## src/rtl/core/ruyv_pkg.sv

```systemverilog
`timescale 1ns / 1ps
// Shared types, constants and pixel widening functions for the RGB to UYVY
// pair converter. No dependencies.
package ruyv_pkg;

  // Configuration register indexes
  typedef enum logic [0:0] {
    CFG_SOURCE_FORMAT = 1'b0,
    CFG_WIRE_FORMAT   = 1'b1
  } ruyv_cfg_idx_t;

  // Source pixel encodings
  localparam logic SRC_RGB565 = 1'b0;
  localparam logic SRC_BGR24  = 1'b1;

  // Wire formats
  localparam logic WIRE_UYVY  = 1'b0;
  localparam logic WIRE_BGR24 = 1'b1;

  // Valid byte counts of a result
  localparam logic [2:0] CNT_BGR_SINGLE = 3'd3;
  localparam logic [2:0] CNT_UYVY       = 3'd4;
  localparam logic [2:0] CNT_BGR_PAIR   = 3'd6;

  // BT.601 luma weights and scale factors
  localparam logic [15:0] KR = 16'd77;
  localparam logic [15:0] KG = 16'd150;
  localparam logic [15:0] KB = 16'd29;
  localparam logic [15:0] Y_SCALE = 16'd219;
  localparam logic signed [16:0] U_SCALE = 17'sd126;
  localparam logic signed [16:0] V_SCALE = 17'sd160;
  localparam logic [7:0] Y_OFFSET = 8'd16;
  localparam logic [7:0] C_OFFSET = 8'd128;

  // Per-stage advance enables shared by both lanes
  typedef struct packed {
    logic s1;
    logic s2;
    logic s3;
    logic s4;
  } ruyv_adv_t;

  // What one lane delivers at the end of its pipeline
  typedef struct packed {
    logic [7:0] r;
    logic [7:0] g;
    logic [7:0] b;
    logic [7:0] y;
    logic [7:0] u;
    logic [7:0] v;
  } ruyv_lane_out_t;

  // floor(c * 255 / 31) = 8c + floor(7c / 31); 7c / 31 via reciprocal 265 / 2^13
  function automatic logic [7:0] widen5(input logic [4:0] c);
    logic [7:0]  c7;
    logic [15:0] p;
    c7 = {c, 3'b000} - {3'b000, c};
    p  = {8'd0, c7} * 16'd265;
    return {c, 3'b000} + {5'd0, p[15:13]};
  endfunction

  // floor(c * 255 / 63) = 4c + floor(c / 21)
  function automatic logic [7:0] widen6(input logic [5:0] c);
    logic [1:0] q;
    if (c >= 6'd63) begin
      q = 2'd3;
    end else if (c >= 6'd42) begin
      q = 2'd2;
    end else if (c >= 6'd21) begin
      q = 2'd1;
    end else begin
      q = 2'd0;
    end
    return {c, 2'b00} + {6'd0, q};
  endfunction

endpackage

```

## src/rtl/core/ruyv_in_if.sv

```systemverilog
`timescale 1ns / 1ps
// Input channel of the converter: one pixel pair per transfer.
// Depends on nothing.
interface ruyv_in_if;
  logic        valid;
  logic        ready;
  logic [23:0] pixel_a;
  logic [23:0] pixel_b;
  logic        has_second;

  modport source (output valid, output pixel_a, output pixel_b, output has_second,
                  input ready);
  modport sink   (input valid, input pixel_a, input pixel_b, input has_second,
                  output ready);
endinterface

```

## src/rtl/core/ruyv_out_if.sv

```systemverilog
`timescale 1ns / 1ps
// Result channel of the converter: up to six wire bytes per transfer.
// Depends on nothing.
interface ruyv_out_if;
  logic       valid;
  logic       ready;
  logic [7:0] byte0;
  logic [7:0] byte1;
  logic [7:0] byte2;
  logic [7:0] byte3;
  logic [7:0] byte4;
  logic [7:0] byte5;
  logic [2:0] byte_count;

  modport source (output valid, output byte0, output byte1, output byte2,
                  output byte3, output byte4, output byte5, output byte_count,
                  input ready);
  modport sink   (input valid, input byte0, input byte1, input byte2,
                  input byte3, input byte4, input byte5, input byte_count,
                  output ready);
endinterface

```

## src/rtl/core/ruyv_lane.sv

```systemverilog
`timescale 1ns / 1ps
// One pixel lane: widen to 8-bit R,G,B, then luma and chroma in four stages.
// Depends on ruyv_pkg; the top level owns the valid bits and stage enables.
module ruyv_lane
  import ruyv_pkg::*;
(
  input  logic           clk,
  input  logic           src_fmt,
  input  ruyv_adv_t      adv,
  input  logic [23:0]    pixel,
  output ruyv_lane_out_t result
);

  // stage 1: widened color
  logic [7:0] r1_r, g1_r, b1_r;
  logic [7:0] r1_nxt, g1_nxt, b1_nxt;
  // stage 2: luma index
  logic [7:0] r2_r, g2_r, b2_r, y2_r;
  logic [15:0] ysum;
  // stage 3: scaled products
  logic [7:0] r3_r, g3_r, b3_r;
  logic [15:0] yp3_r;
  logic signed [16:0] du3_r, dv3_r;
  logic signed [8:0] db, dr;
  logic signed [16:0] du_nxt, dv_nxt;
  // stage 4: Y, U, V bytes
  logic [7:0] r4_r, g4_r, b4_r, y4_r, u4_r, v4_r;
  logic [15:0] yq;

  always_comb begin
    if (src_fmt == SRC_BGR24) begin
      r1_nxt = pixel[23:16];
      g1_nxt = pixel[15:8];
      b1_nxt = pixel[7:0];
    end else begin
      r1_nxt = widen5(pixel[15:11]);
      g1_nxt = widen6(pixel[10:5]);
      b1_nxt = widen5(pixel[4:0]);
    end
  end

  assign ysum = KR * {8'd0, r1_r} + KG * {8'd0, g1_r} + KB * {8'd0, b1_r};

  assign db = $signed({1'b0, b2_r}) - $signed({1'b0, y2_r});
  assign dr = $signed({1'b0, r2_r}) - $signed({1'b0, y2_r});
  assign du_nxt = $signed({{8{db[8]}}, db}) * U_SCALE;
  assign dv_nxt = $signed({{8{dr[8]}}, dr}) * V_SCALE;

  // x / 255 for x below 65535: (x + (x >> 8) + 1) >> 8
  assign yq = yp3_r + {8'd0, yp3_r[15:8]} + 16'd1;

  always_ff @(posedge clk) begin
    if (adv.s1) begin
      r1_r <= r1_nxt;
      g1_r <= g1_nxt;
      b1_r <= b1_nxt;
    end
    if (adv.s2) begin
      r2_r <= r1_r;
      g2_r <= g1_r;
      b2_r <= b1_r;
      y2_r <= ysum[15:8];
    end
    if (adv.s3) begin
      r3_r  <= r2_r;
      g3_r  <= g2_r;
      b3_r  <= b2_r;
      yp3_r <= {8'd0, y2_r} * Y_SCALE;
      du3_r <= du_nxt;
      dv3_r <= dv_nxt;
    end
    if (adv.s4) begin
      r4_r <= r3_r;
      g4_r <= g3_r;
      b4_r <= b3_r;
      y4_r <= Y_OFFSET + yq[15:8];
      // floor shift by 8, then wrap to a byte
      u4_r <= C_OFFSET + du3_r[15:8];
      v4_r <= C_OFFSET + dv3_r[15:8];
    end
  end

  assign result = '{r: r4_r, g: g4_r, b: b4_r, y: y4_r, u: u4_r, v: v4_r};

endmodule

```

## src/rtl/core/rgb_to_uyvy_pair_converter.sv

```systemverilog
`timescale 1ns / 1ps
// Top level of the RGB to UYVY pair converter: config registers, valid
// pipeline, two ruyv_lane instances and the output register. Uses ruyv_pkg.
//
//  channel  | direction | transfer carries
//  ---------+-----------+----------------------------------------------
//  in_ch    | sink      | pixel_a, pixel_b, has_second
//  out_ch   | source    | byte0..byte5, byte_count
//  cfg_*    | write     | cfg_index selects source_format / wire_format
//
// One pixel pair per cycle unless out_ch stalls; a transfer passes the four
// lane stages and then the output register on its way to out_ch.valid.
// rst_n is synchronous and clears the config registers and all valid bits.
// Each stage holds only while it is full and the stage after it holds, so a
// stalled output still lets empty stages upstream fill.
module rgb_to_uyvy_pair_converter
  import ruyv_pkg::*;
(
  input  logic          clk,
  input  logic          rst_n,
  input  logic          cfg_we,
  input  logic [0:0]    cfg_index,
  input  logic [0:0]    cfg_data,
  ruyv_in_if.sink       in_ch,
  ruyv_out_if.source    out_ch
);

  logic src_fmt_r, wire_fmt_r;

  logic v1_r, v2_r, v3_r, v4_r, out_valid_r;
  logic hs1_r, hs2_r, hs3_r, hs4_r;
  logic en_out;
  ruyv_adv_t adv;

  ruyv_lane_out_t lane_a, lane_b;
  logic [23:0] pixel_b_eff;

  logic [8:0] usum, vsum;
  logic [7:0] b0_nxt, b1_nxt, b2_nxt, b3_nxt, b4_nxt, b5_nxt;
  logic [2:0] cnt_nxt;
  logic [7:0] b0_r, b1_r, b2_r, b3_r, b4_r, b5_r;
  logic [2:0] cnt_r;

  always_ff @(posedge clk) begin
    if (!rst_n) begin
      src_fmt_r  <= SRC_RGB565;
      wire_fmt_r <= WIRE_UYVY;
    end else if (cfg_we) begin
      case (ruyv_cfg_idx_t'(cfg_index))
        CFG_SOURCE_FORMAT: src_fmt_r  <= cfg_data[0];
        CFG_WIRE_FORMAT:   wire_fmt_r <= cfg_data[0];
        default: ;
      endcase
    end
  end

  // a stage advances when empty or when the next one advances
  assign en_out = !out_valid_r || out_ch.ready;
  assign adv.s4 = !v4_r || en_out;
  assign adv.s3 = !v3_r || adv.s4;
  assign adv.s2 = !v2_r || adv.s3;
  assign adv.s1 = !v1_r || adv.s2;
  assign in_ch.ready = adv.s1;

  always_ff @(posedge clk) begin
    if (!rst_n) begin
      v1_r        <= 1'b0;
      v2_r        <= 1'b0;
      v3_r        <= 1'b0;
      v4_r        <= 1'b0;
      out_valid_r <= 1'b0;
    end else begin
      if (adv.s1) v1_r <= in_ch.valid;
      if (adv.s2) v2_r <= v1_r;
      if (adv.s3) v3_r <= v2_r;
      if (adv.s4) v4_r <= v3_r;
      if (en_out) out_valid_r <= v4_r;
    end
  end

  always_ff @(posedge clk) begin
    if (adv.s1) hs1_r <= in_ch.has_second;
    if (adv.s2) hs2_r <= hs1_r;
    if (adv.s3) hs3_r <= hs2_r;
    if (adv.s4) hs4_r <= hs3_r;
  end

  // a lone pixel stands in for its missing partner
  assign pixel_b_eff = in_ch.has_second ? in_ch.pixel_b : in_ch.pixel_a;

  ruyv_lane u_lane_a (
    .clk     (clk),
    .src_fmt (src_fmt_r),
    .adv     (adv),
    .pixel   (in_ch.pixel_a),
    .result  (lane_a)
  );

  ruyv_lane u_lane_b (
    .clk     (clk),
    .src_fmt (src_fmt_r),
    .adv     (adv),
    .pixel   (pixel_b_eff),
    .result  (lane_b)
  );

  assign usum = {1'b0, lane_a.u} + {1'b0, lane_b.u};
  assign vsum = {1'b0, lane_a.v} + {1'b0, lane_b.v};

  always_comb begin
    if (wire_fmt_r == WIRE_BGR24) begin
      b0_nxt = lane_a.b;
      b1_nxt = lane_a.g;
      b2_nxt = lane_a.r;
      if (hs4_r) begin
        b3_nxt  = lane_b.b;
        b4_nxt  = lane_b.g;
        b5_nxt  = lane_b.r;
        cnt_nxt = CNT_BGR_PAIR;
      end else begin
        b3_nxt  = 8'd0;
        b4_nxt  = 8'd0;
        b5_nxt  = 8'd0;
        cnt_nxt = CNT_BGR_SINGLE;
      end
    end else begin
      b0_nxt  = usum[8:1];
      b1_nxt  = lane_a.y;
      b2_nxt  = vsum[8:1];
      b3_nxt  = lane_b.y;
      b4_nxt  = 8'd0;
      b5_nxt  = 8'd0;
      cnt_nxt = CNT_UYVY;
    end
  end

  always_ff @(posedge clk) begin
    if (en_out) begin
      b0_r  <= b0_nxt;
      b1_r  <= b1_nxt;
      b2_r  <= b2_nxt;
      b3_r  <= b3_nxt;
      b4_r  <= b4_nxt;
      b5_r  <= b5_nxt;
      cnt_r <= cnt_nxt;
    end
  end

  assign out_ch.valid      = out_valid_r;
  assign out_ch.byte0      = b0_r;
  assign out_ch.byte1      = b1_r;
  assign out_ch.byte2      = b2_r;
  assign out_ch.byte3      = b3_r;
  assign out_ch.byte4      = b4_r;
  assign out_ch.byte5      = b5_r;
  assign out_ch.byte_count = cnt_r;

  // a full pipeline behind a stalled output must refuse input
  a_full_blocks_input: assert property (@(posedge clk) disable iff (!rst_n)
    (v1_r && v2_r && v3_r && v4_r && out_valid_r && !out_ch.ready) |-> !in_ch.ready)
    else $error("input taken while pipeline full and output stalled");

  // an input transfer always lands in stage one
  a_input_lands: assert property (@(posedge clk) disable iff (!rst_n)
    (in_ch.valid && in_ch.ready) |=> v1_r)
    else $error("input transfer dropped");

  a_count_legal: assert property (@(posedge clk) disable iff (!rst_n)
    out_valid_r |-> (cnt_r == CNT_BGR_SINGLE || cnt_r == CNT_UYVY ||
                     cnt_r == CNT_BGR_PAIR))
    else $error("illegal byte count");

  // only a full B,G,R pair fills the upper bytes
  a_upper_bytes_zero: assert property (@(posedge clk) disable iff (!rst_n)
    (out_valid_r && cnt_r != CNT_BGR_PAIR) |-> (b4_r == 8'd0 && b5_r == 8'd0))
    else $error("upper bytes set without a B,G,R pair");

endmodule
```

## src/flat_wrapper.sv

```systemverilog
// flat-port wrapper written by rule: the top's interface ports become plain ports
module rgb_to_uyvy_pair_converter_flat import ruyv_pkg::*;
  (clk, rst_n, cfg_we, cfg_index, cfg_data, in_ch_valid, in_ch_pixel_a, in_ch_pixel_b, in_ch_has_second, in_ch_ready, out_ch_valid, out_ch_byte0, out_ch_byte1, out_ch_byte2, out_ch_byte3, out_ch_byte4, out_ch_byte5, out_ch_byte_count, out_ch_ready);
  ruyv_in_if in_ch_i ();
  ruyv_out_if out_ch_i ();
  input  logic clk;
  input  logic rst_n;
  input  logic cfg_we;
  input  logic [0:0] cfg_index;
  input  logic [0:0] cfg_data;
  input wire logic [$bits(in_ch_i.valid)-1:0] in_ch_valid;
  input wire logic [$bits(in_ch_i.pixel_a)-1:0] in_ch_pixel_a;
  input wire logic [$bits(in_ch_i.pixel_b)-1:0] in_ch_pixel_b;
  input wire logic [$bits(in_ch_i.has_second)-1:0] in_ch_has_second;
  output wire logic [$bits(in_ch_i.ready)-1:0] in_ch_ready;
  output wire logic [$bits(out_ch_i.valid)-1:0] out_ch_valid;
  output wire logic [$bits(out_ch_i.byte0)-1:0] out_ch_byte0;
  output wire logic [$bits(out_ch_i.byte1)-1:0] out_ch_byte1;
  output wire logic [$bits(out_ch_i.byte2)-1:0] out_ch_byte2;
  output wire logic [$bits(out_ch_i.byte3)-1:0] out_ch_byte3;
  output wire logic [$bits(out_ch_i.byte4)-1:0] out_ch_byte4;
  output wire logic [$bits(out_ch_i.byte5)-1:0] out_ch_byte5;
  output wire logic [$bits(out_ch_i.byte_count)-1:0] out_ch_byte_count;
  input wire logic [$bits(out_ch_i.ready)-1:0] out_ch_ready;
  assign in_ch_i.valid = in_ch_valid;
  assign in_ch_i.pixel_a = in_ch_pixel_a;
  assign in_ch_i.pixel_b = in_ch_pixel_b;
  assign in_ch_i.has_second = in_ch_has_second;
  assign in_ch_ready = in_ch_i.ready;
  assign out_ch_valid = out_ch_i.valid;
  assign out_ch_byte0 = out_ch_i.byte0;
  assign out_ch_byte1 = out_ch_i.byte1;
  assign out_ch_byte2 = out_ch_i.byte2;
  assign out_ch_byte3 = out_ch_i.byte3;
  assign out_ch_byte4 = out_ch_i.byte4;
  assign out_ch_byte5 = out_ch_i.byte5;
  assign out_ch_byte_count = out_ch_i.byte_count;
  assign out_ch_i.ready = out_ch_ready;
  rgb_to_uyvy_pair_converter u_core (.clk(clk), .rst_n(rst_n), .cfg_we(cfg_we), .cfg_index(cfg_index), .cfg_data(cfg_data), .in_ch(in_ch_i), .out_ch(out_ch_i));
endmodule
```

## config.mk

```make
export PLATFORM = sky130hd
export DESIGN_NAME = rgb_to_uyvy_pair_converter_flat
export DESIGN_NICKNAME = d
export VERILOG_FILES = /design/src/rtl/core/ruyv_pkg.sv /design/src/rtl/core/ruyv_in_if.sv /design/src/rtl/core/ruyv_out_if.sv /design/src/rtl/core/ruyv_lane.sv /design/src/rtl/core/rgb_to_uyvy_pair_converter.sv /design/src/flat_wrapper.sv
export SDC_FILE = /design/constraint.sdc
export NUM_CORES = 1
export LEC_CHECK = 0
export ABC_AREA = 0
export BUFFER_PORTS_ARGS = -buffer_cell sky130_fd_sc_hd__buf_2
export CORE_UTILIZATION = 49
export CTS_BUF_LIST = sky130_fd_sc_hd__clkbuf_8
export CTS_CLUSTER_SIZE = 28
export DETAILED_ROUTE_END_ITERATION = 8
export GPL_TIMING_DRIVEN = 0
export PLACE_DENSITY_LB_ADDON = 0.12
export REMOVE_ABC_BUFFERS = 1
export SYNTH_ARGS = -nofsm -noshare
export SYNTH_HDL_FRONTEND = slang
export SYNTH_SLANG_ARGS = --single-unit
export TNS_END_PERCENT = 10
```

## constraint.sdc

```tcl
create_clock -name clk -period 5.8 [get_ports clk]
set_input_delay 0.29 -clock clk [delete_from_list [all_inputs] [get_ports clk]]
set_output_delay 0.29 -clock clk [all_outputs]
set_load 0.1 [all_outputs]
```

# Word level (Yosys, flattened, before mapping)

Index checks and enable logic that the tools add are counted.

Bits in registers: 402
Input bits: 56
Output and inout port bits: 53
Logic and storage cells: 143

Add/sub/neg operators: 30
$mul: 16
$lt $le $gt $ge: 6
Multiplexer cells: 21
Bitwise logic cells: 1
Reductions and logical operators: 13

Operators with widths:

| kind                                                                   | number |
|---|---|
| 8-bit two-way mux                                                      | 11 |
| 8-bit by 9-bit multiplier with 16-bit output (second input constant)   | 4 |
| 7-bit by 8-bit multiplier with 15-bit output (first input constant)    | 4 |
| 8-bit by 8-bit subtractor with 9-bit output                            | 4 |
| 15-bit by 16-bit adder with 16-bit output                              | 2 |
| 16-bit by 1-bit adder with 16-bit output (second input constant)       | 2 |
| 16-bit by 13-bit adder with 16-bit output                              | 2 |
| 16-bit by 8-bit adder with 16-bit output                               | 2 |
| 8-bit by 3-bit adder with 8-bit output                                 | 4 |
| 8-bit adder (first input constant)                                     | 4 |
| 8-bit by 8-bit multiplier with 16-bit output (second input constant)   | 2 |
| 8-bit by 5-bit subtractor with 8-bit output                            | 4 |
| 9-bit by 7-bit multiplier with 15-bit output (second input constant)   | 2 |
| 5-bit by 8-bit multiplier with 13-bit output (first input constant)    | 2 |
| 6-bit >= comparator (second input constant)                            | 4 |
| 24-bit two-way mux                                                     | 1 |
| 9-bit by 4-bit multiplier with 11-bit output (second input constant)   | 2 |
| 8-bit by 8-bit adder with 9-bit output                                 | 2 |
| 5-bit by 8-bit adder with 8-bit output (first input constant)          | 2 |
| 8-bit by 2-bit adder with 8-bit output                                 | 2 |
| 6-bit by 5-bit >= comparator with 1-bit output (second input constant) | 2 |
| 2-bit two-way mux                                                      | 6 |
| 2-bit AND reduction                                                    | 3 |
| 1-bit zero test                                                        | 5 |
| other kinds (4)                                                        | 9 |

# Longest topological paths before layout

Gate-level depths: netlist of run 1.

Word-level depth: 8
Mapped depth: 25
Depth with buffers taken out: 25

# Cells and area by module

A second synthesis of run 1 with hierarchy kept.

Cell total of the unflattened synthesis: 2488
Area, all modules: 29848.6 um^2

Modules (own cells, without submodules):

| module                      | times used | cells each | area each (um^2) |
|---|---|---|---|
| ruyv_lane (u_core.u_lane_b) | 1          | 1116       | 13292.7 |
| ruyv_lane (u_core.u_lane_a) | 1          | 1112       | 13290.2 |
| rgb_to_uyvy_pair_converter  | 1          | 260        | 3265.6 |

# Least setup slack after synthesis of run 1

Ideal clock, no wire load.

Path type: register -> register
Start point: reg u_core.u_lane_b.g1_r[4]
End point: reg u_core.u_lane_b.y2_r[5], data pin
Library setup time: 0.262 ns
Data arrival time: 6.090 ns
Data required time: 5.538 ns
Setup slack: -0.552 ns
Cell stages (with the launch flop): 24
Cell sequence: edfxtp_1 -> ha_1 -> ha_1 -> inv_1 -> fa_1 -> fa_1 -> inv_1 -> ha_1 -> xnor2_1 -> fa_1 -> fa_1 -> inv_1 -> fa_1 -> fa_1 -> inv_1 -> ha_1 -> o21ai_0 -> nor2_1 -> a21oi_1 -> o31ai_1 -> o41a_1 -> a21oi_1 -> o21bai_1 -> xor2_1

Word-level cells in the longest chain between the ends: 3

RTL lines:

| item                                         | RTL line        | RTL |
|---|---|---|
| start: declaration                           | ruyv_lane.sv:15 | `logic [7:0] r1_r, g1_r, b1_r;` |
| start signal: assignment                     | ruyv_lane.sv:55 | `g1_r <= g1_nxt;` |
| 7-bit by 8-bit multiplier with 15-bit output | ruyv_lane.sv:42 | `assign ysum = KR * {8'd0, r1_r} + KG * {8'd0, g1_r} + KB * {8'd0, b1_r};` |
| 15-bit by 16-bit adder with 16-bit output    | ruyv_lane.sv:42 |  |
| 16-bit by 13-bit adder with 16-bit output    | ruyv_lane.sv:42 |  |
| via u_core.u_lane_b.ysum[13]                 | ruyv_lane.sv:19 | `logic [15:0] ysum;` |
| end signal: assignment                       | ruyv_lane.sv:62 | `y2_r <= ysum[15:8];` |
| end: declaration                             | ruyv_lane.sv:18 | `logic [7:0] r2_r, g2_r, b2_r, y2_r;` |

The timed path passes the listed nets, and every way through them passes these cells.
A chain may end at the register's enable or synchronous reset.

# Final worst setup path of run 1

Start point: reg u_core.u_lane_a.g1_r[4]
End point: reg u_core.u_lane_a.y2_r[7], data pin

Word-level cells in the longest chain between the ends: 3

RTL lines:

| item                                         | RTL line |
|---|---|
| start: declaration                           | ruyv_lane.sv:15 |
| start signal: assignment                     | ruyv_lane.sv:55 |
| 7-bit by 8-bit multiplier with 15-bit output | ruyv_lane.sv:42 |
| 15-bit by 16-bit adder with 16-bit output    | ruyv_lane.sv:42 |
| 16-bit by 13-bit adder with 16-bit output    | ruyv_lane.sv:42 |
| via u_core.u_lane_a.ysum[15]                 | ruyv_lane.sv:19 |
| end signal: assignment                       | ruyv_lane.sv:62 |
| end: declaration                             | ruyv_lane.sv:18 |

The timed path passes the listed nets, and every way through them passes these cells.

==> results of run 1 <==
==> worst min-delay path, delay by kind of cell <==
kind	cells	cell delay [ps]
AND/OR/NAND/NOR	1	80
AO/OA/AOI/OAI	1	120
buffers and inverters	1	80
==> cell usage in the layout (no fill, tap or decap), types with 23 or more instances in the layout <==
master / n
buf_4: 36
and3_1: 25
nor2_1: 79
nor3_1: 32
ha_1: 468
nor2b_1: 34
o21ai_0: 82
edfxtp_1: 375
o21bai_1: 28
xnor2_1: 114
a21o_1: 23
fa_1: 214
nand3_1: 28
clkbuf_8: 68
inv_1: 449
buf_2: 108
nand2_1: 91
xor2_1: 51
a21oi_1: 96
==> metal layers <==
| metal | global-route usage (%) | part of all wire, % | vias up |
|---|---|---|---|
| met5 | 0 | 0.022 | - |
| met4 | 6.81 | 2.5 | 2 |
| met3 | 3.10 | 3.8 | 99 |
| met2 | 32.9 | 47 | 321 |
| met1 | 26.4 | 46 | 8926 |
| li1 | - | - | 9081 |
==> synthesized netlist by cell type (16+ instances only) <==
| cell | number | area share, % |
|---|---|---|
| o21a_1 | 18 | 0.45 |
| nor2_1 | 84 | 1.1 |
| o21bai_1 | 29 | 0.73 |
| fa_1 | 216 | 14 |
| o21ai_0 | 86 | 1.4 |
| edfxtp_1 | 375 | 38 |
| inv_1 | 454 | 5.7 |
| ha_1 | 480 | 20 |
| nand2_1 | 93 | 1.2 |
| a21oi_1 | 107 | 1.8 |
| xnor2_1 | 118 | 3.5 |
| mux2_2 | 16 | 0.60 |
| nor3_1 | 33 | 0.55 |
| nand3_1 | 29 | 0.49 |
| clkbuf_1 | 20 | 0.25 |
| xor2_1 | 55 | 1.6 |
| mux2i_1 | 20 | 0.67 |
| nor2b_1 | 35 | 0.73 |
| and3_1 | 25 | 0.52 |
| a21o_1 | 23 | 0.58 |
==> cells by family (layout without fill, tap and decap cells) <==
| family | count (synthesis) | in the layout | synth area share [%] |
|---|---|---|---|
| adder cells (fa/ha/maj) | 697 | 697 | 34.7 |
| buffers and inverters | 480 | 733 | 6.09 |
| flip-flops | 382 | 382 | 38.2 |
| AO/OA/AOI/OAI | 371 | 371 | 8.14 |
| AND/OR/NAND/NOR | 367 | 367 | 5.99 |
| XOR/XNOR | 179 | 179 | 5.52 |
| multiplexers | 38 | 38 | 1.40 |
| other | 0 | 1 | 0 |
==> final cells by class <==
cell class	instances	area [sq um]
diodes	1	2.50
clock buffers	68	936
clock inverters	45	338
fillers	5067	26700
inverters	455	1710
multi-input cells	1652	17100
flip-flops and latches	382	11400
well taps	782	978
repair buffers	165	1100
==> worst max path at each step <==
stage	slack, ps	to	cells past startpoint
after floorplan	-550	u_core.u_lane_b.y2_r[5]	23
after global placement	-1150	u_core.u_lane_b.y2_r[5]	23
after detailed placement	-1200	u_core.u_lane_b.y2_r[5]	23
after CTS	-550	u_core.u_lane_a.y2_r[7]	23
after global routing	-650	u_core.u_lane_a.y2_r[7]	23
final	-440	u_core.u_lane_a.y2_r[7]	22
==> per-stage QoR <==
stage	util [%]	cell area [sq um]
floorplan	-	29700
global placement	51.9	31200
detailed placement	52.1	31400
CTS	55.1	33200
global route	55.6	33500
finish	55.6	33500
==> repair_timing <==
| item | CTS | global route |
|---|---|---|
| hold endpoints to repair | 13 | 0 |
| gates resized for setup | 51 | 36 |
| hold buffers | 14 | 0 |
| endpoints found under the setup margin | 25 | 24 |
| pin swaps | 45 | 33 |
| buffers inserted | 19 | 18 |
==> results.ini, run 1 <==
[run_status]
status=finished with violations
violations=negative setup slack

[sta]
drv_slew=0
fin_crit_sh_pct=108
setup_ws_ps=-444
relSlewSlack_pct=35.4
rsz0062_at_grt=true
setup_viol=14
hold_viol_final=0
fin_hold_ws_ps=62.1
fin_skew_ps=50.5
min_period_ps=6240
fmax_mhz=160
tightestPinTransition_ps=969
setup-tns-final_ps=-3530

[cells_and_area]
drive_above_1_share_pct=13.3
reg_top3=u_core.u_lane_a.yp3_r: 16 flops, u_core.u_lane_b.yp3_r: 16 flops
nNetsFinal=3476
layout.cells.non_filler=3550
area.growth.synth_to_final_pct=12.4

[synth]
synth_seq_area_share_pct=38.2
synth.distinct_cells=83
ys.flop_type=edfxtp_1
async_reset_ff_share_pct=0
synth_edf_count=375
syn_inst=2514
avgSynthCellArea_sq_um=11.9
synth-seq-cells=382
yosysWarnings=0
netlist_area_sq_um=29800

[hold_path]
holdPathStages=3
worstHoldStart=in_ch_pixel_a[21]
min_to=u_core.u_lane_a.r1_r[5]
min_path_type=primary input to register

[drt]
remaining_drc_errors=0
vias_per_cell=5.19
drtAntennaViolNets=0
routed_wl_microns=58900
vias=18400
drt-initial-drc-count=833
first_pass_iters=5
wire_per_inst_microns=16.6

[clock_tree]
cts_sinks=382
clk_pin_slew_ps=70
clk_latency_ps=650
cts_htree_levels=3
clockBufferDepth=3
root_buffer=clkbuf_8
cts_tree=built
cts_buffers=68

[place]
placedCellCount=3385
gp_congestion=0.855
hpwlAfterDp_microns=46200
portBuffers=108
dp_slack_ps=-1200

[worst_setup_path]
r2r-start=u_core.u_lane_a.g1_r[4]
crit_path_frequent_cell=fa_1
crit_path_start_kind=register
slowest_delay_ps=530
critPathArrivalTime_ps=6640
crit_path_end_kind=register
worstPathMaxFanout=4
cp_cell_sequence=buf_6 > ha_1 > ha_1 > fa_1 > ha_4 > nor2b_1 > o21a_1 > nor2_2 > xnor2_2 > fa_1 > fa_1 > inv_2 > fa_2 > fa_1 > inv_1 > ha_2 > or3_1 > o21ba_4 > o31ai_4 > or3_4 > a21oi_4 > xnor2_1
crit_family=adder cells
timing.rr.end=u_core.u_lane_a.y2_r[7]
critPathSlowestCell=fa_1
cp_num_buf_inv=3
required_ps=6200
crit_type=register to register
reg2reg_slack_ps=-440
crit_start=u_core.u_lane_a.g1_r[4]
r2r_cells=22

[floorplanning]
die_area_sq_um=61900
dieWidth_microns=249
io_pins=109
start_util_pct=49.5
placementRows=90
die_h_microns=249
core_area_sq_um=60200

[global_routing]
antenna_found_initial=2
grt_pass1_wl_microns=97600
grt_pass1_vias=19500
grt_usage_pct=19.8
grt_max_degree=102
overflow=0

[run]
maxCapViolations=0

Power of run 1 is left out: the tool's default activity adds up to more than one toggle a clock period on the data nets, which glitch-free logic cannot reach.
==> run 2: changes to the inputs <==
- SETUP_SLACK_MARGIN: not set -> 0.4
==> results.ini, run 2 (synthesized netlist as in run 1, its figures left out) <==
[floorplanning]
die_h_microns=249
io_pins=109
dieWidth_microns=249
core_area_sq_um=60200
die_area_sq_um=61900
placementRows=90
start_util_pct=49.5

[drt]
remaining_drc_errors=0
wire_per_inst_microns=16.5
vias=18500
first_pass_iters=5
vias_per_cell=5.17
drtAntennaViolNets=0
routed_wl_microns=59000
drt-initial-drc-count=878

[worst_setup_path]
crit_path_start_kind=register
worstPathMaxFanout=4
critPathArrivalTime_ps=6640
cp_cell_sequence=buf_6 > ha_1 > ha_1 > fa_1 > ha_4 > nor2b_1 > o21a_1 > nor2_2 > xnor2_2 > fa_1 > fa_1 > inv_2 > fa_2 > fa_1 > inv_1 > ha_4 > or3_1 > o21ba_4 > o31ai_4 > or3_4 > a21oi_4 > xnor2_1
crit_family=adder cells
crit_path_frequent_cell=fa_1
cp_num_buf_inv=3
required_ps=6200
crit_type=register to register
slowest_delay_ps=560
critPathSlowestCell=fa_1
crit_path_end_kind=register

[place]
portBuffers=108
placedCellCount=3385
place_area_sq_um=31400
gp_congestion=0.855
hpwlAfterDp_microns=46200

[sta]
rsz0062_at_grt=true
setup_ws_ps=-446
drv_slew=0
tightestPinTransition_ps=964
fmax_mhz=160
fin_skew_ps=49.9
fin_hold_ws_ps=60.6
min_period_ps=6250
relSlewSlack_pct=35.7
setup_viol=11
fin_crit_sh_pct=108
hold_viol_final=0

[cells_and_area]
nNetsFinal=3496
area.growth.synth_to_final_pct=13.3
final_cell_mix=ha_1 (462), inv_1 (448), edfxtp_1 (375)
seq_area_sq_um=11400
final_area_sq_um=33800
final_common_cell=ha_1
layout.cells.non_filler=3570
nFillCells=5048
reg_top3=u_core.u_lane_a.yp3_r: 16 flops, u_core.u_lane_b.yp3_r: 16 flops
multi_input_area_sq_um=17200
final_util_pct=56.1
drive_above_1_share_pct=14.5

[hold_path]
min_path_type=primary input to register

[clock_tree]
clk_pin_slew_ps=70
cts_tree=built
root_buffer=clkbuf_8
clk_latency_ps=650
clockBufferDepth=3
cts_sinks=382
cts_buffers=68
cts_htree_levels=3

[global_routing]
grt_max_degree=102
antenna_found_initial=2
grt_pass1_vias=19500
overflow=0
grt_pass1_wl_microns=97600
grt_usage_pct=19.8

[run]
maxCapViolations=0

[run_status]
violations=negative setup slack
status=finished with violations

## run 2: cell types whose count changed in the layout (fill, tap and decap cells not counted), moves of 2 or more
| cell | change |
|---|---|
| o21ai_2 | +2 |
| a21oi_2 | -2 |
| o21ai_0 | -2 |
| ha_1 | -6 |
| ha_4 | +5 |
| buf_4 | +20 |
## run 2: layer usage
layer  GRT usage [%]  vias up  routed length [microns]
li1                -     9122                        -
met1            26.4     8907                    27100
met2            32.9      339                    28000
met3            3.10       99                     2440
met4            6.81        2                     1450
met5               0        -                       13
## run 2: path summary, 6_finish.rpt
kind                              to  slack (ps)                     start  depth (start not counted)
max reg2reg  u_core.u_lane_a.y2_r[7]        -450   u_core.u_lane_a.g1_r[4]                         22
min reg2reg  u_core.u_lane_b.v4_r[1]         400  u_core.u_lane_b.dv3_r[9]                          0
max          u_core.u_lane_a.y2_r[7]        -450   u_core.u_lane_a.g1_r[4]                         22
min          u_core.u_lane_a.r1_r[5]          60         in_ch_pixel_a[21]                          3
## run 2: through the flow
stage / setup slack, ps / setup TNS [ps]
6_report: -446 / -3060
5_1_grt: -647 / -6140
4_1_cts: -547 / -4980
3_5_place_dp: -1200 / -16580
3_3_place_gp: -1150 / -15470
2_1_floorplan: -552 / -3840
## run 2: area by class of cell
type	count	area share, %
sequential	382	33.7
inverter	455	5.07
multi-input combinational	1652	50.9
clock buffer	68	2.77
tap	782	2.89
clock inverter	45	0.999
timing repair buffer	185	3.69
antenna	1	0.00740
## run 2: tightest hold or removal path, cell delays in order
cell and delay (ps):
buf_2 80, nand2_1 80, o21ai_0 120
## run 2: what timing repair did
item | in CTS | in global routing
pin swaps | 47 | 55
gates resized for setup | 55 | 57
endpoints found under the setup margin | 31 | 32
buffers inserted | 19 | 38
hold buffers | 14 | 0
hold endpoints to repair | 13 | 0
Power of run 2 is left out for the same reason.
